==> config.mk <==
export PLATFORM = sky130hd
export DESIGN_NAME = brmc_cfg
export DESIGN_NICKNAME = d
export VERILOG_FILES = /design/src/brmc_pkg.sv /design/src/brmc_cfg.sv
export SDC_FILE = /design/constraint.sdc
export NUM_CORES = 1
export LEC_CHECK = 0
export ABC_AREA = 0
export ABC_CLOCK_PERIOD_IN_PS = 2160
export BUFFER_PORTS_ARGS = -buffer_cell sky130_fd_sc_hd__buf_2
export CORE_MARGIN = 5
export CORE_UTILIZATION = 55
export DETAILED_ROUTE_END_ITERATION = 10
export HOLD_SLACK_MARGIN = 0.08
export PLACE_DENSITY = 0.94
export SYNTH_ARGS = -nofsm -noshare
export SYNTH_HDL_FRONTEND = slang
export SYNTH_SLANG_ARGS = --single-unit
==> constraint.sdc <==
create_clock -name clk -period 2.16 [get_ports clk]
set_clock_uncertainty 0.1 [all_clocks]
set_input_delay 0.216 -clock clk [delete_from_list [all_inputs] [get_ports clk]]
set_output_delay 0.216 -clock clk [all_outputs]
set_load 0.005 [all_outputs]
==> src/brmc_pkg.sv <==
// brmc_pkg: shared types, constants and sequencer step codes for the
// balance robot motor controller. No dependencies.
`default_nettype none

package brmc_pkg;

  // dividers by a constant run as a multiply by a rounded-up reciprocal
  localparam int DRIVE_DIVISOR = 15;
  localparam int FILT_DIVISOR  = 5;
  localparam int QUOT_NUM_W    = 27;
  localparam int FILT_SHIFT    = QUOT_NUM_W + $clog2(FILT_DIVISOR);
  localparam int DRIVE_SHIFT   = QUOT_NUM_W + $clog2(DRIVE_DIVISOR);
  localparam int RECIP_W       = 29;
  localparam logic [RECIP_W-1:0] FILT_RECIP =
    RECIP_W'(((64'd1 << FILT_SHIFT) + FILT_DIVISOR - 1) / FILT_DIVISOR);
  localparam logic [RECIP_W-1:0] DRIVE_RECIP =
    RECIP_W'(((64'd1 << DRIVE_SHIFT) + DRIVE_DIVISOR - 1) / DRIVE_DIVISOR);

  localparam logic signed [26:0] INTEG_LIMIT = 27'sd2560000;
  localparam logic signed [15:0] TILT_LIMIT  = 16'sd2560;
  localparam logic [12:0]        COMMAND_MAX = 13'd7200;

  // register indexes
  localparam logic [2:0] REG_ANGLE_SETPOINT  = 3'd0;
  localparam logic [2:0] REG_BALANCE_P_GAIN  = 3'd1;
  localparam logic [2:0] REG_BALANCE_D_GAIN  = 3'd2;
  localparam logic [2:0] REG_VELOCITY_P_GAIN = 3'd3;
  localparam logic [2:0] REG_VELOCITY_I_GAIN = 3'd4;
  localparam logic [2:0] REG_STEER_LIMIT     = 3'd5;
  localparam logic [2:0] REG_STEER_GAIN      = 3'd6;
  localparam logic [2:0] REG_DRIVE_LIMIT     = 3'd7;

  // sequencer steps
  localparam logic [3:0] ST_IDLE = 4'd0;
  localparam logic [3:0] ST_BP   = 4'd1;
  localparam logic [3:0] ST_BD   = 4'd2;
  localparam logic [3:0] ST_BS   = 4'd3;
  localparam logic [3:0] ST_FM   = 4'd4;
  localparam logic [3:0] ST_FQ   = 4'd5;
  localparam logic [3:0] ST_FI   = 4'd6;
  localparam logic [3:0] ST_VI   = 4'd7;
  localparam logic [3:0] ST_VS   = 4'd8;
  localparam logic [3:0] ST_VT   = 4'd9;
  localparam logic [3:0] ST_SUM  = 4'd10;
  localparam logic [3:0] ST_DM   = 4'd11;
  localparam logic [3:0] ST_DQ   = 4'd12;

  typedef struct packed {
    logic signed [15:0] tilt_angle;
    logic signed [15:0] tilt_rate;
    logic signed [15:0] left_wheel_speed;
    logic signed [15:0] right_wheel_speed;
    logic signed [15:0] steer_request;
  } in_t;

  typedef struct packed {
    logic signed [13:0] motor_command;
    logic               motor_enable;
  } out_t;

  typedef struct packed {
    logic signed [12:0] angle_setpoint;
    logic [15:0]        balance_p_gain;
    logic [15:0]        balance_d_gain;
    logic [9:0]         velocity_p_gain;
    logic [15:0]        velocity_i_gain;
    logic [14:0]        steer_limit;
    logic [9:0]         steer_gain;
    logic [12:0]        drive_limit;
  } cfg_t;

  typedef struct packed {
    logic [3:0] step;
    logic       take_in;
    logic       load_out;
  } ctrl_t;

endpackage

`default_nettype wire

==> src/brmc_cfg.sv <==
// brmc_cfg: configuration register file with reset defaults.
// Depends on brmc_pkg.
`default_nettype none

module brmc_cfg (
  input  wire logic          clk,
  input  wire logic          rst,
  input  wire logic          cfg_write,
  input  wire logic [2:0]    cfg_index,
  input  wire logic [15:0]   cfg_data,
  output brmc_pkg::cfg_t     regs
);

  always_ff @(posedge clk) begin
    if (rst) begin
      regs.angle_setpoint  <= 13'sd0;
      regs.balance_p_gain  <= 16'd300;
      regs.balance_d_gain  <= 16'd256;
      regs.velocity_p_gain <= 10'd80;
      regs.velocity_i_gain <= 16'd102;
      regs.steer_limit     <= 15'd100;
      regs.steer_gain      <= 10'd42;
      regs.drive_limit     <= 13'd300;
    end else if (cfg_write) begin
      case (cfg_index)
        brmc_pkg::REG_ANGLE_SETPOINT:  regs.angle_setpoint  <= cfg_data[12:0];
        brmc_pkg::REG_BALANCE_P_GAIN:  regs.balance_p_gain  <= cfg_data;
        brmc_pkg::REG_BALANCE_D_GAIN:  regs.balance_d_gain  <= cfg_data;
        brmc_pkg::REG_VELOCITY_P_GAIN: regs.velocity_p_gain <= cfg_data[9:0];
        brmc_pkg::REG_VELOCITY_I_GAIN: regs.velocity_i_gain <= cfg_data;
        brmc_pkg::REG_STEER_LIMIT:     regs.steer_limit     <= cfg_data[14:0];
        brmc_pkg::REG_STEER_GAIN:      regs.steer_gain      <= cfg_data[9:0];
        brmc_pkg::REG_DRIVE_LIMIT:     regs.drive_limit     <= cfg_data[12:0];
        default: ;
      endcase
    end
  end

endmodule

`default_nettype wire

# After elaboration in Yosys (flattened, before gate mapping)
# Index checks and enable logic that the tools add are counted.
word_totals:
  ff_bits: 109
  inputBits: 22
  out_inout_bits: 109
  elab_cells: 24
op_classes:
  eq_ne: 7
  n_reduce_logical: 9
ops:
  columns: ["operator", "n"]
  rows:
  - ["$reduce_and A2 Y1", 8]
  - ["$eq A3 B3 Y1 const B", 4]
  - ["$eq A3 B2 Y1 const B", 2]
  - ["$eq A3 B1 Y1 const B", 1]
  - ["$logic_not A3 Y1", 1]

# Longest topological paths before layout
logic_depth:
  depth_word: 2
  mapped_depth: 5
  ltp_nobuf: 2

# Worst setup path after synthesis
# OpenSTA, ideal clock, no wires.
synth_timing:
  kind: "input-to-reg"
  start: "input port cfg_index[1]"
  end: "register regs[103] (netlist name)"
  setup_time_ns: 0.129
  t_arrival_ns: 1.243
  required_ns: 1.931
  path_slack_ns: 0.688
  cell_stages: 5
  n_path_buf: 3
  cell_sequence: "buf_2 or4b_4 buf_6 buf_12 mux2i_1"
synth_via:
  elab_chain_cells: 2
synth_rtl:
  columns: ["item", "line_no", "rtl"]
  rows:
  - ["start: declaration", "brmc_cfg.sv:9", "input wire logic [2:0] cfg_index,"]
  - ["$logic_not A3 Y1", "brmc_cfg.sv:25", "case (cfg_index)"]
  - ["$reduce_and A2 Y1 (no source line)", null, null]
  - ["end: declaration", "brmc_cfg.sv:11", "output brmc_pkg::cfg_t regs"]
# No other way between the ends.
# A chain may end at the register's enable or synchronous reset.

# Worst setup path in the final report
layout_timing:
  start: "register regs[57] (netlist name)"
  end: "output port regs[57] (netlist name)"
# No word-level cell between the ends.

==> impl_metrics.ini <==
[status]
outcome = completed

[sta]
hold_violations = 0
drv_slew = 0
setup_violations = 0
grt_setup_unrepaired = no
fin_crit_sh_pct = 54.9
period_needed_ns = 1.19
slew_headroom_pct = 64.3
setup_tns_ns = 0
max_freq_mhz = 844
worst_pin_slew_ns = 0.533

[die]
io_pins = 131
floorplan.initialDensity_pct = 56.1
die-area_um2 = 9720
die_h_um = 98.6
rows = 32
die_x_um = 98.6
core_region_area_um2 = 7690

[final_layout]
n_antenna_cell = 0
layout_common_cells = buf_2 (130), mux2i_1 (109), dfxtp_1 (109)
final_nets = 547
layout-drive-gt1-share_pct = 30.9
area_growth_pct = 23.8
largest_reg_flops = 109
top_register = regs
stdcell_count = 632
final_common_cell = buf_2
reg_top3 = regs: 109 flops

[clock_network]
clkLatencyLatePin_ns = 0.36
numCtsBuffers = 9
cts_buffer_depth = 2
cts.reportedPaths.clkPinSlew_ns = 0.09
postCtsSetupRepairBufs = 0
cts_tree = done
ctsHoldBuffers = 6
cts.sinks = 109
ctsRootBufferMaster = clkbuf_8
h-tree-depth = 3
cts_resized = 0

[job]
cap_violations = 0

[detailed_routing]
avgRoutedWirePerCell_um = 17.3
wl_met3_um = 878
route.met2.wl_mm = 5.41
dr.pass1.iters = 4
top_layer_used = met4
drt.antenna.violating_nets = 0
met1_length_mm = 4.47
vias_per_cell = 5.11
drt_iter0_drc = 110
drc_errors = 0
drt_wl_total_mm = 10.9
via_count = 3227

[synthesis]
netlist-cell-type-count = 16
ys_ff_latch = 109
dominantRegCellSynth = dfxtp_1
synthArstFlopShare_pct = 0
syn_avg_cell_area_um2 = 10.9
syn_area_um2 = 4310
synth_cells = 395
ys_seq_area_share_pct = 50.6
synth_edf_count = 0
ys_warn_count = 0
syn_nets = 417

[power]
leakage_uw = 0.00280
power.density_nw_per_um2 = 694
p_total_uw = 3710
irDropWorstVdd_v = 0.000460

[worst_hold_path]
holdPathStages = 3
hold_start = cfg_data[14]
hold_end = regs[52]
min_path_type = in -> reg

[setup_path]
regToRegStartpoint = regs[85]
required_ns = 1.84
critPathKind = reg -> out
r2r_cells = 2
critical_path_arrival_ns = 0.87
critPathCaptureType = output port
rr_endpoint = regs[85]
crit_buf_inv = 1
cp_slowest_cell = dfxtp_1
critPathTopFamily = flip-flops
worst_setup_path_start_kind = flip-flop
ff2ff_setup_slack_ns = 1.36
crit_chain = buf_2
cp_max_fo = 2
max_stage_delay_ns = 0.38

[placement]
place_congestion = 0.791
dp.cells = 610
io_buffers = 130
hpwl_mm = 7.96

[global_route]
grt_max_degree = 38
overflow = 0
grt_usage_pct = 22.4
grt_pass1_wl_mm = 17.4
antenna_found_initial = 0
grt_pass1_vias = 3362
## power breakdown
group          internal (uW)  total [uW]  switching, uW
clock network            658        1320            665
registers               2050        2080           24.5
logic                    148         305            157
total                   2860        3710            846
## synthesized netlist by cell type (2+ instances only)
cell | n | area [um^2]
dfxtp_1 | 109 | 2180
mux2i_1 | 109 | 1090
nand2b_1 | 104 | 651
nor2_1 | 28 | 105
clkbuf_1 | 16 | 60.1
buf_2 | 11 | 55.1
buf_1 | 4 | 15.0
nand4b_1 | 3 | 26.3
nand4bb_1 | 3 | 33.8
buf_6 | 2 | 22.5
## stage by stage
stage          instance area [um^2]  util, %  hold slack (ns)  worst slack (ns)
4_1_cts                        5340     69.5           0.0849             0.959
3_5_place_dp                   5070     65.9            0.364             0.629
3_3_place_gp                   5070     65.9            0.358             0.699
2_1_floorplan                  4310        -            0.283             0.688
6_report                       5340     69.5            0.101             0.975
5_1_grt                        5340     69.5            0.104             0.927
## how the worst max path moves through the flow
stage,start,endpoint,slack [ns],depth (start not counted)
6_report,regs[57],regs[57],0.97,1
4_1_cts,regs[13],regs[13],0.96,1
3_3_place_gp,cfg_index[0],regs[103],0.70,3
3_5_place_dp,rst,regs[95],0.63,5
5_1_grt,rst,regs[95],0.93,5
2_1_floorplan,cfg_index[1],regs[103],0.69,5
## cells by family after synthesis
kind of cell	synth area share (%)
DFF	50.6
muxes	25.3
buffers and inverters	4.00
and+or+nand+nor	20.1
## cell type report
class,instances,area [um^2]
clock buffers,11,131
multi-input cells,252,1970
flip-flops and latches,109,2180
repair buffers,153,851
clock inverters,5,85.1
fillers,592,2340
well taps,102,128
## routing by layer
layer / track usage, % / up-vias
met2: 39.5 / 106
met4: 7.56 / 0
li1: - / 1561
met1: 26.4 / 1543
met3: 6.09 / 17
met5: 0 / -
(Power assumes the default switching activity.)
