[src/brmc_pkg.sv]
// brmc_pkg: shared types, constants and sequencer step codes for the
// balance robot motor controller. No dependencies.
`default_nettype none

package brmc_pkg;

  // dividers by a constant run as a multiply by a rounded-up reciprocal
  localparam int DRIVE_DIVISOR = 15;
  localparam int FILT_DIVISOR  = 5;
  localparam int QUOT_NUM_W    = 27;
  localparam int FILT_SHIFT    = QUOT_NUM_W + $clog2(FILT_DIVISOR);
  localparam int DRIVE_SHIFT   = QUOT_NUM_W + $clog2(DRIVE_DIVISOR);
  localparam int RECIP_W       = 29;
  localparam logic [RECIP_W-1:0] FILT_RECIP =
    RECIP_W'(((64'd1 << FILT_SHIFT) + FILT_DIVISOR - 1) / FILT_DIVISOR);
  localparam logic [RECIP_W-1:0] DRIVE_RECIP =
    RECIP_W'(((64'd1 << DRIVE_SHIFT) + DRIVE_DIVISOR - 1) / DRIVE_DIVISOR);

  localparam logic signed [26:0] INTEG_LIMIT = 27'sd2560000;
  localparam logic signed [15:0] TILT_LIMIT  = 16'sd2560;
  localparam logic [12:0]        COMMAND_MAX = 13'd7200;

  // register indexes
  localparam logic [2:0] REG_ANGLE_SETPOINT  = 3'd0;
  localparam logic [2:0] REG_BALANCE_P_GAIN  = 3'd1;
  localparam logic [2:0] REG_BALANCE_D_GAIN  = 3'd2;
  localparam logic [2:0] REG_VELOCITY_P_GAIN = 3'd3;
  localparam logic [2:0] REG_VELOCITY_I_GAIN = 3'd4;
  localparam logic [2:0] REG_STEER_LIMIT     = 3'd5;
  localparam logic [2:0] REG_STEER_GAIN      = 3'd6;
  localparam logic [2:0] REG_DRIVE_LIMIT     = 3'd7;

  // sequencer steps
  localparam logic [3:0] ST_IDLE = 4'd0;
  localparam logic [3:0] ST_BP   = 4'd1;
  localparam logic [3:0] ST_BD   = 4'd2;
  localparam logic [3:0] ST_BS   = 4'd3;
  localparam logic [3:0] ST_FM   = 4'd4;
  localparam logic [3:0] ST_FQ   = 4'd5;
  localparam logic [3:0] ST_FI   = 4'd6;
  localparam logic [3:0] ST_VI   = 4'd7;
  localparam logic [3:0] ST_VS   = 4'd8;
  localparam logic [3:0] ST_VT   = 4'd9;
  localparam logic [3:0] ST_SUM  = 4'd10;
  localparam logic [3:0] ST_DM   = 4'd11;
  localparam logic [3:0] ST_DQ   = 4'd12;

  typedef struct packed {
    logic signed [15:0] tilt_angle;
    logic signed [15:0] tilt_rate;
    logic signed [15:0] left_wheel_speed;
    logic signed [15:0] right_wheel_speed;
    logic signed [15:0] steer_request;
  } in_t;

  typedef struct packed {
    logic signed [13:0] motor_command;
    logic               motor_enable;
  } out_t;

  typedef struct packed {
    logic signed [12:0] angle_setpoint;
    logic [15:0]        balance_p_gain;
    logic [15:0]        balance_d_gain;
    logic [9:0]         velocity_p_gain;
    logic [15:0]        velocity_i_gain;
    logic [14:0]        steer_limit;
    logic [9:0]         steer_gain;
    logic [12:0]        drive_limit;
  } cfg_t;

  typedef struct packed {
    logic [3:0] step;
    logic       take_in;
    logic       load_out;
  } ctrl_t;

endpackage

`default_nettype wire

[src/brmc_seq.sv]
// brmc_seq: step sequencer, tick phase and output valid handling.
// Depends on brmc_pkg.
`default_nettype none

module brmc_seq (
  input  wire logic       clk,
  input  wire logic       rst,
  input  wire logic       in_valid,
  output logic            in_ready,
  output logic            out_valid,
  input  wire logic       out_ready,
  output brmc_pkg::ctrl_t ctrl
);

  logic [3:0] st;
  logic [3:0] st_next;
  logic       phase;

  assign in_ready = (st == brmc_pkg::ST_IDLE);

  always_comb begin
    ctrl.step     = st;
    ctrl.take_in  = in_valid && in_ready;
    ctrl.load_out = (st == brmc_pkg::ST_DQ) && (!out_valid || out_ready);
  end

  always_comb begin
    case (st)
      brmc_pkg::ST_IDLE: begin
        st_next = (ctrl.take_in && phase) ? brmc_pkg::ST_BP : brmc_pkg::ST_IDLE;
      end
      brmc_pkg::ST_BP, brmc_pkg::ST_BD, brmc_pkg::ST_BS, brmc_pkg::ST_FM,
      brmc_pkg::ST_FQ, brmc_pkg::ST_FI, brmc_pkg::ST_VI, brmc_pkg::ST_VS,
      brmc_pkg::ST_VT, brmc_pkg::ST_SUM, brmc_pkg::ST_DM: begin
        st_next = st + 4'd1;
      end
      brmc_pkg::ST_DQ: begin
        st_next = ctrl.load_out ? brmc_pkg::ST_IDLE : brmc_pkg::ST_DQ;
      end
      default: begin
        st_next = brmc_pkg::ST_IDLE;
      end
    endcase
  end

  always_ff @(posedge clk) begin
    if (rst) begin
      st        <= brmc_pkg::ST_IDLE;
      phase     <= 1'b0;
      out_valid <= 1'b0;
    end else begin
      st <= st_next;
      if (ctrl.take_in) begin
        phase <= ~phase;
      end
      if (ctrl.load_out) begin
        out_valid <= 1'b1;
      end else if (out_ready) begin
        out_valid <= 1'b0;
      end
    end
  end

endmodule

`default_nettype wire

[config.mk]
export PLATFORM = sky130hd
export DESIGN_NAME = brmc_seq
export DESIGN_NICKNAME = d
export VERILOG_FILES = /design/src/brmc_pkg.sv /design/src/brmc_seq.sv
export SDC_FILE = /design/constraint.sdc
export NUM_CORES = 1
export LEC_CHECK = 0
export ABC_AREA = 1
export BUFFER_PORTS_ARGS = -buffer_cell sky130_fd_sc_hd__buf_2
export CAP_MARGIN = 20
export CORE_AREA = 2 2 39 41
export CTS_CLUSTER_SIZE = 25
export DETAILED_ROUTE_END_ITERATION = 10
export DIE_AREA = 0 0 41 43
export PLACE_DENSITY = 0.58
export SLEW_MARGIN = 20
export SYNTH_ARGS = -nofsm -noshare
export SYNTH_HDL_FRONTEND = slang
export SYNTH_SLANG_ARGS = --single-unit
[constraint.sdc]
create_clock -name clk -period 1.4 [get_ports clk]
set_input_delay 0.07 -clock clk [delete_from_list [all_inputs] [get_ports clk]]
set_output_delay 0.07 -clock clk [all_outputs]
set_load 0.005 [all_outputs]
### Word-level counts from Yosys, hierarchy flattened

Index checks and enable logic that the tools add are counted.

* output and inout port bits: 8
* register bits: 6

* $add $sub $neg: 1
* equality and inequality tests: 12
* bitwise operators: 1
* reductions and logical operators: 8
* mux-type cells: 5

Operators by type and width (count)
* $eq A4 B4 Y1 const B: 5
* $eq A4 B3 Y1 const B: 4
* $pmux W4 S3: 1
* $reduce_or A11 Y1: 1
* $eq A4 B2 Y1 const B: 2
* $add A4 B1 Y4 const B: 1
* $eq A4 B1 Y1 const B: 1
* $logic_not A4 Y1: 1
* $mux W4: 1
* $logic_and A1 B1 Y1: 3
* $mux W1: 3
* $reduce_bool A2 Y1: 1
* $logic_not A1 Y1: 1
* $logic_or A1 B1 Y1: 1
* $not A1 Y1: 1

### Longest topological paths before layout

* depth in word-level cells: 5
* depth in mapped cells: 8
* mapped depth without buffers: 8

### Worst setup path after synthesis

Ideal clock, no wire load.

* path type: register to register
* from: register st[0]
* to: register st[0]
* arrival time: 1.123 ns
* path slack: 0.208 ns
* cell stages (with the launch flop): 7
* path buffers: 0
* path through: dfxtp_1 > inv_1 > ha_1 > inv_1 > nor3_2 > nand2_1 > a21oi_1

RTL lines
* start, declared: RTL line brmc_seq.sv:15 `logic [3:0] st;`
* start signal, assigned: RTL line brmc_seq.sv:48 `st <= brmc_pkg::ST_IDLE;`
* start signal, assigned: RTL line brmc_seq.sv:52 `st <= st_next;`

==> results.tsv <==
stage	metric	value	unit
grt	grt_pass1_wl	1173	um
worst_hold_path	min-delay-start	rst	
worst_setup_path	worstPathMaxFanout	6	
logic_synthesis	synthCells	53	
placed_design	gp_congestion	0.7770	
grt	grt_start_max_net_pins	7	
worst_setup_path	r2r-start	st[0]	
run_status	status	finished, final reports clean	
logic_synthesis	synthArstFlopShare	0	%
sta	slew_violations	0	
logic_synthesis	synth.top_cells.by_count	nand2_1, inv_1, dfxtp_1	
logic_synthesis	yosys.area_share.simple	33.11	%
worst_setup_path	worst-r2r-setup-slack	0.18	ns
routing	drc	0	
sta	worst_slew_pin_slew	0.2256	ns
sta	fmax	759.5	MHz
logic_synthesis	synth-compound-area-share	6.826	%
worst_setup_path	cp_slowest_cell	dfxtp_2	
worst_setup_path	crit_top_cell	inv_2	
worst_setup_path	critPathBufInv	4	
logic_synthesis	synth_top_area_share	32.76	%
cells_and_area	fin_area	493.0	um^2
logic_synthesis	yosysTopAreaCell	dfxtp_1	
logic_synthesis	avgSynthCellArea	6.917	um^2
routing	wl_per_cell	9.226	um
worst_setup_path	critPathKind	reg2out	
power_and_ir_drop	max-vdd-ir-drop	0.4209	mV
grt	antenna_found_initial	0	
grt	grt_usage	10.26	%
sta	finalSetupViolations	0	
logic_synthesis	synth_flop_cell	dfxtp_1	
grt	grt_pass1_vias	317	
power_and_ir_drop	power_density	810.0	mW/mm^2
sta	fin_hold_ws	0.06039	ns
floorplan	ios	12	
logic_synthesis	synth.ff_latch_count	6	
logic_synthesis	synth_top_family_by_area	simple AND/OR/NAND/NOR gates	
worst_setup_path	r2r_cells	9	
routing	firstDrtPassIters	3	
logic_synthesis	synthMostInstantiatedCell	nand2_1	
sta	final.period_utilization	94.04	%
placed_design	port_buffers	11	
floorplan	initial_core_util	26.49	%
sta	skew	0.002325	ns
routing	via_per_inst	4.286	
worst_setup_path	critPathArrivalTime	1.25	ns
cells_and_area	nets	78	
logic_synthesis	synth_fp_nets	61	
clocking	cts.hold.buffers_added	0	
cells_and_area	drive_gt1_share	39.71	%
routing	drt-initial-drc-count	1	
logic_synthesis	muxShareOfSynthArea	0	%
logic_synthesis	synthesis.area	366.6	um^2
sta	slew_headroom	84.94	%
power_and_ir_drop	power.leakage	0.2467	nW
clocking	clk_latency	0.24	ns
routing	ant_nets	0	
worst_setup_path	crit_family	flip-flops	
cells_and_area	antennaDiodeCount	0	
placed_design	dpl.hpwl	563.4	um
sta	hold_viol	0	
worst_hold_path	hold_path_depth	2	
worst_setup_path	startpoint_type	flop	
run	max-cap-violations	0	
floorplan	die_area	0.001763	mm^2
logic_synthesis	synth_cell_type_count	14	
grt	grt-ovfl-total	0	
floorplan	core_area	0.001384	mm^2
worst_hold_path	holdPathEnd	st[0]	
logic_synthesis	synth_xor_area_share	2.389	%
routing	wl	775	um
worst_setup_path	cp-end-kind	primary output	
logic_synthesis	ys_warn_count	0	
worst_hold_path	worstHoldPathType	in2reg	
clocking	cts_tree	yes	
clocking	root_buffer	clkbuf_4	
placed_design	placed_area	441.7	um^2
floorplan	rows	14	
worst_setup_path	critical-path-max-stage-delay	0.35	ns
floorplan	die_w	41	um
power_and_ir_drop	power	0.0003993	W
cells_and_area	synthToLayoutAreaGrowth	34.47	%
logic_synthesis	synth-edff-count	0	
cells_and_area	fillers	143	
logic_synthesis	ys_top_cells_by_area	dfxtp_1, nand2_1, ha_1, inv_1, a21oi_1	
logic_synthesis	synth_fa_ha_area_share	13.65	%
cells_and_area	utilization	35.62	%
clocking	htreeDepth	1	
routing	vias	360	
worst_setup_path	critical_path_required	1.33	ns
floorplan	die_h	43	um
worst_setup_path	reg2reg_to	st[0]	
worst_setup_path	crit_chain	inv_2 -> ha_4 -> inv_2 -> nor2_2 -> inv_1 -> nor2_1 -> buf_2	
clocking	clkTransAtPathRegs	0.04	ns
clocking	cts.sinks	6	
clocking	numCtsBuffers	3	
logic_synthesis	yosysSeqAreaShare	32.76	%
clocking	clk_path_buf_depth	2	
sta	period_needed	1.317	ns
[sequential cells by signal, summed over array words and instances (netlist names)]
name,flops
out_valid,1
phase,1
st,4
[how the worst max path moves through the flow]
stage	start	to	slack, ns	cells past startpoint
5_1_grt	st[0]	ctrl[0]	-0.01	7
3_5_place_dp	st[0]	st[0]	0.13	6
6_report	st[0]	ctrl[0]	0.08	7
4_1_cts	st[0]	ctrl[0]	0.02	7
2_1_floorplan	st[0]	st[0]	0.21	6
3_3_place_gp	st[0]	st[0]	0.20	6
[worst reg2reg max path: cells and delay by family (launching register included)]
kind | cells | cell delay, ns
and+or+nand+nor | 4 | 0.25
AOI/OAI and AO/OA | 1 | 0.05
DFF | 1 | 0.38
buffers and inverters | 3 | 0.26
adders and majority gates | 1 | 0.18
[power by group]
group,internal [W],switching (W),total [W]
sequential,0.000178,0.00000633,0.000184
combinational,0.0000275,0.0000312,0.0000587
clock,0.0000968,0.0000599,0.000157
[through the flow]
stage | worst slack [ns] | setup TNS, ns | instances
after global routing | -0.01031 | -0.01031 | 84
after floorplan | 0.2078 | 0 | 53
final | 0.08340 | 0 | 84
after CTS | 0.01761 | 0 | 83
after detailed placement | 0.1343 | 0 | 80
after global placement | 0.1980 | 0 | 80
[cell usage in the layout, fill, tap and decap left out]
master and count:
a21oi_1 5, buf_2 11, buf_4 1, clkbuf_4 3
dfxtp_1 4, dfxtp_2 2, ha_1 3, ha_4 1
inv_1 7, inv_2 4, nand2_1 14, nand2_2 2
nand3_1 1, nand3_2 1, nand4_1 1, nor2_1 5
nor2_2 1, nor3_4 1, xor2_1 1
[final cells by class]
| class | instances | area (um^2) | share of cell area [%] |
|---|---|---|---|
| Sequential cell | 6 | 122.6 | 24.87 |
| Multi-Input combinational cell | 36 | 224.0 | 45.43 |
| Clock buffer | 3 | 22.52 | 4.569 |
| Inverter | 11 | 41.29 | 8.376 |
| Timing Repair Buffer | 12 | 62.56 | 12.69 |
| Tap cell | 16 | 20.02 | 4.061 |
[cell families after synthesis]
group / after synthesis
DFF: 6
xor gates and xnor gates: 1
buffers and inverters: 11
adders and majority gates: 4
and+or+nand+nor: 26
AOI/OAI and AO/OA: 5
[metal layers]
metal / global-route usage, % / wire [um] / share of wire, % / vias to the layer above
li1: - / - / - / 191
met1: 10.36 / 314 / 41 / 161
met2: 16.25 / 402 / 52 / 8
met3: 7.853 / 58 / 7.5 / 0
met4: 2.000 / 0 / 0 / 0
met5: 0 / 0 / 0 / -
[what timing repair did]
action / in CTS / in global routing
resized for setup: 4 / 4
endpoints found under the setup margin: 3 / 2
setup buffers: 0 / 1
pin swaps: 1 / 1
cloned: 0 / 0
Note: power is estimated with default switching activity, not from simulation.
