## src/brmc_pkg.sv

```systemverilog
// brmc_pkg: shared types, constants and sequencer step codes for the
// balance robot motor controller. No dependencies.
`default_nettype none

package brmc_pkg;

  // dividers by a constant run as a multiply by a rounded-up reciprocal
  localparam int DRIVE_DIVISOR = 15;
  localparam int FILT_DIVISOR  = 5;
  localparam int QUOT_NUM_W    = 27;
  localparam int FILT_SHIFT    = QUOT_NUM_W + $clog2(FILT_DIVISOR);
  localparam int DRIVE_SHIFT   = QUOT_NUM_W + $clog2(DRIVE_DIVISOR);
  localparam int RECIP_W       = 29;
  localparam logic [RECIP_W-1:0] FILT_RECIP =
    RECIP_W'(((64'd1 << FILT_SHIFT) + FILT_DIVISOR - 1) / FILT_DIVISOR);
  localparam logic [RECIP_W-1:0] DRIVE_RECIP =
    RECIP_W'(((64'd1 << DRIVE_SHIFT) + DRIVE_DIVISOR - 1) / DRIVE_DIVISOR);

  localparam logic signed [26:0] INTEG_LIMIT = 27'sd2560000;
  localparam logic signed [15:0] TILT_LIMIT  = 16'sd2560;
  localparam logic [12:0]        COMMAND_MAX = 13'd7200;

  // register indexes
  localparam logic [2:0] REG_ANGLE_SETPOINT  = 3'd0;
  localparam logic [2:0] REG_BALANCE_P_GAIN  = 3'd1;
  localparam logic [2:0] REG_BALANCE_D_GAIN  = 3'd2;
  localparam logic [2:0] REG_VELOCITY_P_GAIN = 3'd3;
  localparam logic [2:0] REG_VELOCITY_I_GAIN = 3'd4;
  localparam logic [2:0] REG_STEER_LIMIT     = 3'd5;
  localparam logic [2:0] REG_STEER_GAIN      = 3'd6;
  localparam logic [2:0] REG_DRIVE_LIMIT     = 3'd7;

  // sequencer steps
  localparam logic [3:0] ST_IDLE = 4'd0;
  localparam logic [3:0] ST_BP   = 4'd1;
  localparam logic [3:0] ST_BD   = 4'd2;
  localparam logic [3:0] ST_BS   = 4'd3;
  localparam logic [3:0] ST_FM   = 4'd4;
  localparam logic [3:0] ST_FQ   = 4'd5;
  localparam logic [3:0] ST_FI   = 4'd6;
  localparam logic [3:0] ST_VI   = 4'd7;
  localparam logic [3:0] ST_VS   = 4'd8;
  localparam logic [3:0] ST_VT   = 4'd9;
  localparam logic [3:0] ST_SUM  = 4'd10;
  localparam logic [3:0] ST_DM   = 4'd11;
  localparam logic [3:0] ST_DQ   = 4'd12;

  typedef struct packed {
    logic signed [15:0] tilt_angle;
    logic signed [15:0] tilt_rate;
    logic signed [15:0] left_wheel_speed;
    logic signed [15:0] right_wheel_speed;
    logic signed [15:0] steer_request;
  } in_t;

  typedef struct packed {
    logic signed [13:0] motor_command;
    logic               motor_enable;
  } out_t;

  typedef struct packed {
    logic signed [12:0] angle_setpoint;
    logic [15:0]        balance_p_gain;
    logic [15:0]        balance_d_gain;
    logic [9:0]         velocity_p_gain;
    logic [15:0]        velocity_i_gain;
    logic [14:0]        steer_limit;
    logic [9:0]         steer_gain;
    logic [12:0]        drive_limit;
  } cfg_t;

  typedef struct packed {
    logic [3:0] step;
    logic       take_in;
    logic       load_out;
  } ctrl_t;

endpackage

`default_nettype wire

```

## src/brmc_dp.sv

```systemverilog
// brmc_dp: datapath around one shared signed multiplier, with accumulator,
// filter and integral state and the output register. Depends on brmc_pkg.
`default_nettype none

module brmc_dp (
  input  wire logic            clk,
  input  wire logic            rst,
  input  wire brmc_pkg::ctrl_t ctrl,
  input  wire brmc_pkg::cfg_t  cfg,
  input  wire brmc_pkg::in_t   in_data,
  output brmc_pkg::out_t       out_data
);

  brmc_pkg::in_t       item;
  logic signed [27:0]  mul_a;
  logic signed [29:0]  mul_b;
  logic                mul_en;
  logic signed [57:0]  prod;
  logic signed [47:0]  acc;
  logic signed [27:0]  num;
  logic                neg;
  logic signed [25:0]  bal;
  logic signed [27:0]  vel;
  logic signed [25:0]  fs;
  logic signed [22:0]  integ;

  logic signed [16:0]  angle17;
  logic signed [16:0]  setpt17;
  logic signed [16:0]  bias;
  logic signed [16:0]  steer17;
  logic signed [16:0]  slim;
  logic signed [16:0]  slim_neg;
  logic signed [16:0]  steer_cl;
  logic signed [27:0]  num_abs;
  logic [26:0]         mag;
  logic signed [16:0]  lr;
  logic signed [27:0]  fs_num;
  logic signed [47:0]  bal_r;
  logic signed [47:0]  bal_sh;
  logic signed [47:0]  vel_r;
  logic signed [47:0]  vel_sh;
  logic signed [57:0]  filt_sh;
  logic signed [25:0]  fs_new;
  logic signed [26:0]  isum;
  logic signed [26:0]  integ_new;
  logic signed [27:0]  bal28;
  logic signed [27:0]  turn28;
  logic signed [27:0]  sum_new;
  logic signed [57:0]  drive_sh;
  logic signed [27:0]  cmd;
  logic [12:0]         eff_lim;
  logic signed [27:0]  lim_pos;
  logic signed [27:0]  lim_neg;
  logic signed [27:0]  cmd_cl;
  logic                enable;

  always_comb begin
    angle17  = {item.tilt_angle[15], item.tilt_angle};
    setpt17  = {{4{cfg.angle_setpoint[12]}}, cfg.angle_setpoint};
    bias     = angle17 - setpt17;
    steer17  = {item.steer_request[15], item.steer_request};
    slim     = {2'b00, cfg.steer_limit};
    slim_neg = -slim;
    if (steer17 > slim) begin
      steer_cl = slim;
    end else if (steer17 < slim_neg) begin
      steer_cl = slim_neg;
    end else begin
      steer_cl = steer17;
    end
    num_abs = num[27] ? -num : num;
    mag     = num_abs[26:0];
    lr      = {item.left_wheel_speed[15], item.left_wheel_speed}
            + {item.right_wheel_speed[15], item.right_wheel_speed};
    fs_num  = {fs, 2'b00} + {{3{lr[16]}}, lr, 8'h00};
  end

  // operand select for the shared multiplier
  always_comb begin
    mul_en = 1'b1;
    case (ctrl.step)
      brmc_pkg::ST_BP: begin
        mul_a = {{11{bias[16]}}, bias};
        mul_b = {14'd0, cfg.balance_p_gain};
      end
      brmc_pkg::ST_BD: begin
        mul_a = {{12{item.tilt_rate[15]}}, item.tilt_rate};
        mul_b = {14'd0, cfg.balance_d_gain};
      end
      brmc_pkg::ST_FM: begin
        mul_a = {1'b0, mag};
        mul_b = {1'b0, brmc_pkg::FILT_RECIP};
      end
      brmc_pkg::ST_FI: begin
        mul_a = {{2{fs[25]}}, fs};
        mul_b = {20'd0, cfg.velocity_p_gain};
      end
      brmc_pkg::ST_VI: begin
        mul_a = {{5{integ[22]}}, integ};
        mul_b = {14'd0, cfg.velocity_i_gain};
      end
      brmc_pkg::ST_VS: begin
        mul_a = {{11{steer_cl[16]}}, steer_cl};
        mul_b = {20'd0, cfg.steer_gain};
      end
      brmc_pkg::ST_DM: begin
        mul_a = {1'b0, mag};
        mul_b = {1'b0, brmc_pkg::DRIVE_RECIP};
      end
      default: begin
        mul_a  = '0;
        mul_b  = '0;
        mul_en = 1'b0;
      end
    endcase
  end

  always_comb begin
    bal_r   = acc + (acc[47] ? 48'sd4095 : 48'sd0);
    bal_sh  = bal_r >>> 12;
    vel_r   = acc + (acc[47] ? 48'sd65535 : 48'sd0);
    vel_sh  = vel_r >>> 16;

    filt_sh = prod >>> brmc_pkg::FILT_SHIFT;
    fs_new  = neg ? -{1'b0, filt_sh[24:0]} : {1'b0, filt_sh[24:0]};

    isum = {{4{integ[22]}}, integ} + {fs[25], fs};
    if (isum > brmc_pkg::INTEG_LIMIT) begin
      integ_new = brmc_pkg::INTEG_LIMIT;
    end else if (isum < -brmc_pkg::INTEG_LIMIT) begin
      integ_new = -brmc_pkg::INTEG_LIMIT;
    end else begin
      integ_new = isum;
    end

    bal28   = {{2{bal[25]}}, bal};
    turn28  = {{2{prod[25]}}, prod[25:0]};
    sum_new = bal28 - vel + turn28;

    drive_sh = prod >>> brmc_pkg::DRIVE_SHIFT;
    cmd      = neg ? -{1'b0, drive_sh[26:0]} : {1'b0, drive_sh[26:0]};
    eff_lim  = (cfg.drive_limit > brmc_pkg::COMMAND_MAX) ? brmc_pkg::COMMAND_MAX
                                                         : cfg.drive_limit;
    lim_pos  = {15'd0, eff_lim};
    lim_neg  = -lim_pos;
    if (cmd > lim_pos) begin
      cmd_cl = lim_pos;
    end else if (cmd < lim_neg) begin
      cmd_cl = lim_neg;
    end else begin
      cmd_cl = cmd;
    end

    enable = (item.tilt_angle >= -brmc_pkg::TILT_LIMIT)
          && (item.tilt_angle <= brmc_pkg::TILT_LIMIT);
  end

  // controller state
  always_ff @(posedge clk) begin
    if (rst) begin
      fs    <= '0;
      integ <= '0;
    end else begin
      if (ctrl.step == brmc_pkg::ST_FQ) begin
        fs <= fs_new;
      end
      if (ctrl.step == brmc_pkg::ST_FI) begin
        integ <= integ_new[22:0];
      end
    end
  end

  // payload registers
  always_ff @(posedge clk) begin
    if (ctrl.take_in) begin
      item <= in_data;
    end
    if (mul_en) begin
      prod <= mul_a * mul_b;
    end
    case (ctrl.step)
      brmc_pkg::ST_BD: begin
        acc <= {prod[43:0], 4'h0};
      end
      brmc_pkg::ST_BS: begin
        acc <= acc + prod[47:0];
        num <= fs_num;
      end
      brmc_pkg::ST_FM: begin
        bal <= bal_sh[25:0];
        neg <= num[27];
      end
      brmc_pkg::ST_VI: begin
        acc <= {prod[39:0], 8'h00};
      end
      brmc_pkg::ST_VS: begin
        acc <= acc + prod[47:0];
      end
      brmc_pkg::ST_VT: begin
        vel <= vel_sh[27:0];
      end
      brmc_pkg::ST_SUM: begin
        num <= sum_new;
      end
      brmc_pkg::ST_DM: begin
        neg <= num[27];
      end
      brmc_pkg::ST_DQ: begin
        if (ctrl.load_out) begin
          out_data.motor_command <= cmd_cl[13:0];
          out_data.motor_enable  <= enable;
        end
      end
      default: ;
    endcase
  end

endmodule

`default_nettype wire
```

## config.mk

```make
export PLATFORM = sky130hd
export DESIGN_NAME = brmc_dp
export DESIGN_NICKNAME = d
export VERILOG_FILES = /design/src/brmc_pkg.sv /design/src/brmc_dp.sv
export SDC_FILE = /design/constraint.sdc
export NUM_CORES = 2
export LEC_CHECK = 0
export ABC_AREA = 0
export BUFFER_PORTS_ARGS = -buffer_cell sky130_fd_sc_hd__buf_2
export CORE_UTILIZATION = 59
export DETAILED_ROUTE_END_ITERATION = 12
export GPL_ROUTABILITY_DRIVEN = 0
export PLACE_DENSITY = 0.82
export SYNTH_ARGS = -nofsm -noshare
export SYNTH_HDL_FRONTEND = slang
export SYNTH_SLANG_ARGS = --single-unit
```

## constraint.sdc

```tcl
create_clock -name clk -period 13.8 [get_ports clk]
set_clock_uncertainty 0.1 [all_clocks]
set_input_delay 2.76 -clock clk [delete_from_list [all_inputs] [get_ports clk]]
set_output_delay 2.76 -clock clk [all_outputs]
set_load 0.05 [all_outputs]
```

* Yosys cells after proc, flatten, opt, wreduce, memory -nomap -nowiden *
Index checks and enable logic that the tools add are counted.

storage, ports and cells
  RAM bits = 0
  bits in latches = 0
  logic and storage cells = 76
  output and inout port bits = 15
  memories = 0
  bits in read-only memories = 0
  register bits = 333
  input bits = 197

cells by class
  $mul = 1
  $lt $le $gt $ge = 9
  eq/ne operators = 12
  shifts and indexed selects = 0
  reductions and logical operators = 7
  $add $sub $neg = 14
  div/mod/pow operators = 0
  bitwise gates (word level) = 0
  multiplexer cells = 17

operators by type and width
  cell                                                                    count
  28-bit case mux with 7 select lines                                     1
  28-bit case mux with 6 select lines                                     1
  48-bit case mux with 3 select lines                                     1
  28-bit by 29-bit multiplier with 57-bit output                          1
  28-bit case mux with 2 select lines                                     1
  48-bit adder                                                            1
  23-bit 2-to-1 mux                                                       2
  44-bit by 17-bit adder with 44-bit output                               1
  38-bit by 13-bit adder with 38-bit output                               1
  17-bit 2-to-1 mux                                                       2
  28-bit by 26-bit adder with 28-bit output                               1
  28-bit adder                                                            1
  28-bit by 14-bit > comparator with 1-bit output                         1
  28-bit < comparator                                                     1
  28-bit 2-to-1 mux                                                       1
  13-bit negator with 28-bit output                                       1
  27-bit negator with 28-bit output                                       1
  26-bit by 28-bit subtractor with 28-bit output                          1
  23-bit by 26-bit adder with 27-bit output                               1
  27-bit by 23-bit > comparator with 1-bit output, second input constant  1
  27-bit by 23-bit < comparator with 1-bit output, second input constant  1
  27-bit 2-to-1 mux                                                       1
  27-bit negator                                                          1
  13-bit 2-to-1 mux                                                       2
  24 further kinds                                                        33

* Depth between registers and ports, before layout *
  depth in word-level cells = 6
  mapped depth = 46
  mapped depth without buffers = 43

* Least setup slack after synthesis *
No wires, ideal clock.

  path type = input-to-reg
  start point = input port cfg[24] (netlist bit)
  end point = register prod[56] (data pin)
  arrival time = 12.862 ns
  cell stages on the path = 41
  setup slack = 0.581 ns
  path buffers = 2
  cells stage by stage = nor3_1 > nand2_1 > nor3_1 > nand4_1 > xnor2_1 > inv_1 > ha_1 > a21o_1 > a21oi_1 > nand3b_1 > o21ai_0 > a2111o_1 > nand3_1 > buf_1 > nor3_1 > clkbuf_1 > nor2_1 > fa_1 > [5 not listed] > fa_1 > fa_1 > fa_1 > inv_1 > fa_1 > inv_1 > ha_1 > a21o_1 > a21o_1 > a21oi_1 > nand3_1 > o211ai_1 > o21bai_1 > a31o_2 > nand4_1 > nor4_1 > a211o_1 > xnor2_1

on the way
  word-level cells in the longest chain between the ends = 6

RTL lines
  item                                                line            source
  start, declared                                     brmc_dp.sv:9    input wire brmc_pkg::cfg_t cfg,
  15-bit negator with 17-bit output                   brmc_dp.sv:63   slim_neg = -slim;
  16-bit by 17-bit < comparator with 1-bit output     brmc_dp.sv:66   end else if (steer17 < slim_neg) begin
  17-bit 2-to-1 mux                                   brmc_dp.sv:66
  17-bit 2-to-1 mux (*)                               brmc_dp.sv:64   if (steer17 > slim) begin
  28-bit case mux with 6 select lines (*)             brmc_dp.sv:81   case (ctrl.step)
  28-bit by 29-bit multiplier with 57-bit output (*)  brmc_dp.sv:179  prod <= mul_a * mul_b;
  end signal, assigned                                brmc_dp.sv:179
  end, declared                                       brmc_dp.sv:18   logic signed [57:0] prod;

Mark *: on every way between the ends. The rest lies on a longest branch, timed or not.
A chain may end at the register's enable or synchronous reset.

* Final worst setup path *
Ends and elaborated chain as after synthesis.

==> reports/qor.json <==
{
  "synth": {
    "syn_area_um2": 47100,
    "synth_xor_area_frac": 0.0587,
    "postSynthAreaPerCell_um2": 9.14,
    "area_fraction_in_and_or_nand_and_nor_cells_after_synthesis": 0.142,
    "synth.cells.most_frequent": "inv_1, ha_1, fa_1",
    "synth_nets": 6441,
    "muxShareOfSynthArea": 0.00558,
    "post_synth_fa_ha_maj_area_fraction": 0.373,
    "synth_ff_type": "edfxtp_1",
    "synth_cell_type_count": 85,
    "synth-edff-count": 283,
    "total_of_flip_flops_plus_latches_after_synthesis": 332,
    "synth_top_family_by_area": "adder cells",
    "synth.yosys.warnings": 0,
    "yosys.cell_count.top_type": "inv_1",
    "synth-seq-area-share": 0.201,
    "synth_compound_gate_area_share": 0.142,
    "synth_cells": 5156,
    "synth.top_cells.by_area": "fa_1, edfxtp_1, ha_1",
    "synth_top_cell_area_share": 0.225,
    "netlist.top_cell.by_area": "fa_1",
    "async_flop_share": 0
  },
  "timing": {
    "final_max_slew_viols": 0,
    "maxClockFrequency_mhz": 74.9,
    "share_of_the_clock_period_used_by_the_worst_path": 0.968,
    "unrepaired_setup_endpoints_after_global_routing": "no",
    "worstMarginPinSlew_ns": 1.38,
    "slew-limit-headroom": 0.0771,
    "timing.final.crit_period_ns": 13.36,
    "timing.final.hold_violations": 0,
    "setup-violations-final": 0,
    "timing.hold.ws_ns": 0.393
  },
  "floorplan": {
    "start_util": 0.597,
    "floorplan.rows": 103,
    "die-area_um2": 81000,
    "fp.dieH_um": 285,
    "horizontal_extent_of_the_die_um": 285,
    "io-pin-count": 212,
    "core-area_um2": 79000
  },
  "clock_network": {
    "cts.sink_count": 332,
    "cts-buffers-inserted": 39,
    "clock_tree.root_cell": "clkbuf_16",
    "max_clock_buf_depth": 3,
    "setup_repair_bufs_after_cts": 0,
    "clk_pin_slew_worst_paths_ns": 0.06,
    "tritoncts": "built",
    "h_tree_depth_reported_by_cts": 2,
    "clkLatencyLatePin_ns": 0.60
  },
  "final_layout": {
    "nets": 6593,
    "final_layout_size_suffix_gt1_frac": 0.0835,
    "multiInputGateArea_um2": 34200,
    "syn_to_final_growth_pct": 8.10,
    "n_fill_cell": 6254,
    "sequential_cell_area_um2": 9480,
    "final_design_area_no_fill_um2": 50900
  },
  "worst_setup_path": {
    "timing.critical_path.mode_cell": "fa_1",
    "setup.worst_path.class": "input port to flip-flop",
    "worst_path_largest_cell_delay_ns": 0.61,
    "timing.critical_path.arrival_ns": 13.62,
    "worstPathRequired_ns": 14.06,
    "cpMaxStageDelayCell": "or4b_2",
    "kind_of_start_point_of_the_critical_path": "input port",
    "crit_path_max_fanout": 20,
    "crit_end_category": "flip-flop"
  },
  "global_routing": {
    "global_route.overflow_total": 0,
    "first_global_vias": 40600,
    "grt_antenna_before_repair": 9,
    "grt_start_max_net_pins": 63,
    "total_routing_resource_utilization_after_global_routing": 0.361,
    "grt_first_pass_wirelength_um": 225000
  },
  "flow_run": {
    "drv_cap": 0
  },
  "placement": {
    "placed_cell_areas_um2": 49600,
    "port_buffers": 211,
    "dp_hpwl_um": 119000
  },
  "detailed_routing": {
    "drc_errors_left": 0,
    "antenna_violating_nets_post_route": 0,
    "wl_per_cell_um": 23.0,
    "firstDrtPassIters": 6,
    "wirelength_um": 147000,
    "routed_via_density": 6.30,
    "route.vias.total": 40300,
    "initialDrtViolationCount": 4640
  },
  "pwr": {
    "ir_worst_vdd_v": 0.0000851,
    "p_leak_nw": 24.8,
    "power_density_nw_per_um2": 101
  },
  "outcome": {
    "outcome": "finished clean"
  },
  "worst_hold_path": {
    "hold_path.class": "flip-flop to flip-flop"
  }
}
sequential cells by signal, summed over array words and instances (netlist names), 23 cells and up:
name,cells
fs,26
bal,26
acc,48
vel,28
integ,23
num,28
prod,57
item,64
per-layer routing:
| layer | routed length, um | GRT usage | part of all wire | up-vias |
|---|---|---|---|---|
| met5 | 68 | 0 | 0.00046 | - |
| met4 | 10300 | 0.219 | 0.070 | 10 |
| met3 | 18400 | 0.108 | 0.12 | 632 |
| met2 | 64600 | 0.554 | 0.44 | 2452 |
| met1 | 53900 | 0.448 | 0.37 | 19300 |
| li1 | - | - | - | 17800 |
logic make-up after synthesis:
logic type	Yosys count
buffers and inverters	958
AND/OR/NAND/NOR	1429
adder cells (fa/ha/maj)	1088
multiplexers	26
XOR/XNOR	316
AO/OA/AOI/OAI	1007
flip-flops	332
path summary, 6_finish.rpt:
check	depth (start not counted)	startpoint	endpoint	slack [ns]
worst max register to register	36	num[3]	prod[54]	2.35
worst max-delay path	41	cfg[24]	prod[56]	0.44
worst min register to register	2	integ[13]	integ[13]	0.39
worst min-delay path	2	integ[13]	integ[13]	0.39
power breakdown:
| group | switching, mW | internal (mW) |
|---|---|---|
| registers | 0.192 | 1.25 |
| logic | 1.55 | 1.04 |
| clock network | 0.474 | 0.620 |
| total | 2.22 | 2.91 |
critical path, delay by kind of cell:
| kind | cells | cell delay, ns |
|---|---|---|
| buffers and inverters | 8 | 0.92 |
| AND/OR/NAND/NOR | 10 | 2.66 |
| XOR/XNOR | 2 | 0.27 |
| adder cells (fa/ha/maj) | 11 | 4.67 |
| AO/OA/AOI/OAI | 9 | 2.09 |
| multiplexers | 1 | 0.25 |
cells in the final DEF, fill, tap and decap left out, drive strengths merged, types with 14 or more instances in the layout:
master / count
inv: 772
ha: 558
fa: 530
nor2: 514
nand2: 373
buf: 301
edfxtp: 283
a21oi: 245
xnor2: 205
o21ai: 190
a21o: 119
xor2: 111
nand3: 83
nor3: 66
and3: 56
nand2b: 55
a22oi: 53
clkbuf: 51
dfxtp: 49
nand4: 47
and2: 47
a211oi: 46
o21a: 45
o21bai: 39
nor2b: 38
a31oi: 38
o31ai: 38
or2: 37
or3: 31
mux2i: 24
and4: 22
nor4: 19
o211ai: 18
a221o: 17
a22o: 17
or4: 14
through the flow:
stage / util / power, mW / setup slack (ns) / setup TNS (ns) / cells
2_1_floorplan: - / 3.21 / 0.581 / 0 / 5156
3_3_place_gp: 0.628 / 3.89 / 0.280 / 0 / 6317
3_5_place_dp: 0.628 / 3.97 / -0.0397 / -0.0398 / 6317
4_1_cts: 0.644 / 5.07 / 0.590 / 0 / 6389
5_1_grt: 0.645 / 5.41 / 0.0237 / 0 / 6389
6_report: 0.645 / 5.12 / 0.441 / 0 / 6395
area by class of cell:
| type | instances | share of cell area |
|---|---|---|
| Timing Repair Buffer | 301 | 0.0343 |
| Antenna cell | 6 | 0.000295 |
| Clock buffer | 51 | 0.0204 |
| Clock inverter | 21 | 0.00548 |
| Inverter | 768 | 0.0566 |
| Multi-Input combinational cell | 3866 | 0.671 |
| Sequential cell | 332 | 0.186 |
| Tap cell | 1050 | 0.0258 |
repair_timing:
| action | CTS | global route |
|---|---|---|
| hold buffers | 0 | 0 |
| endpoints found under the setup margin | 0 | 2 |
| resized for setup | 0 | 6 |
Power figures use the tool's default switching activity.
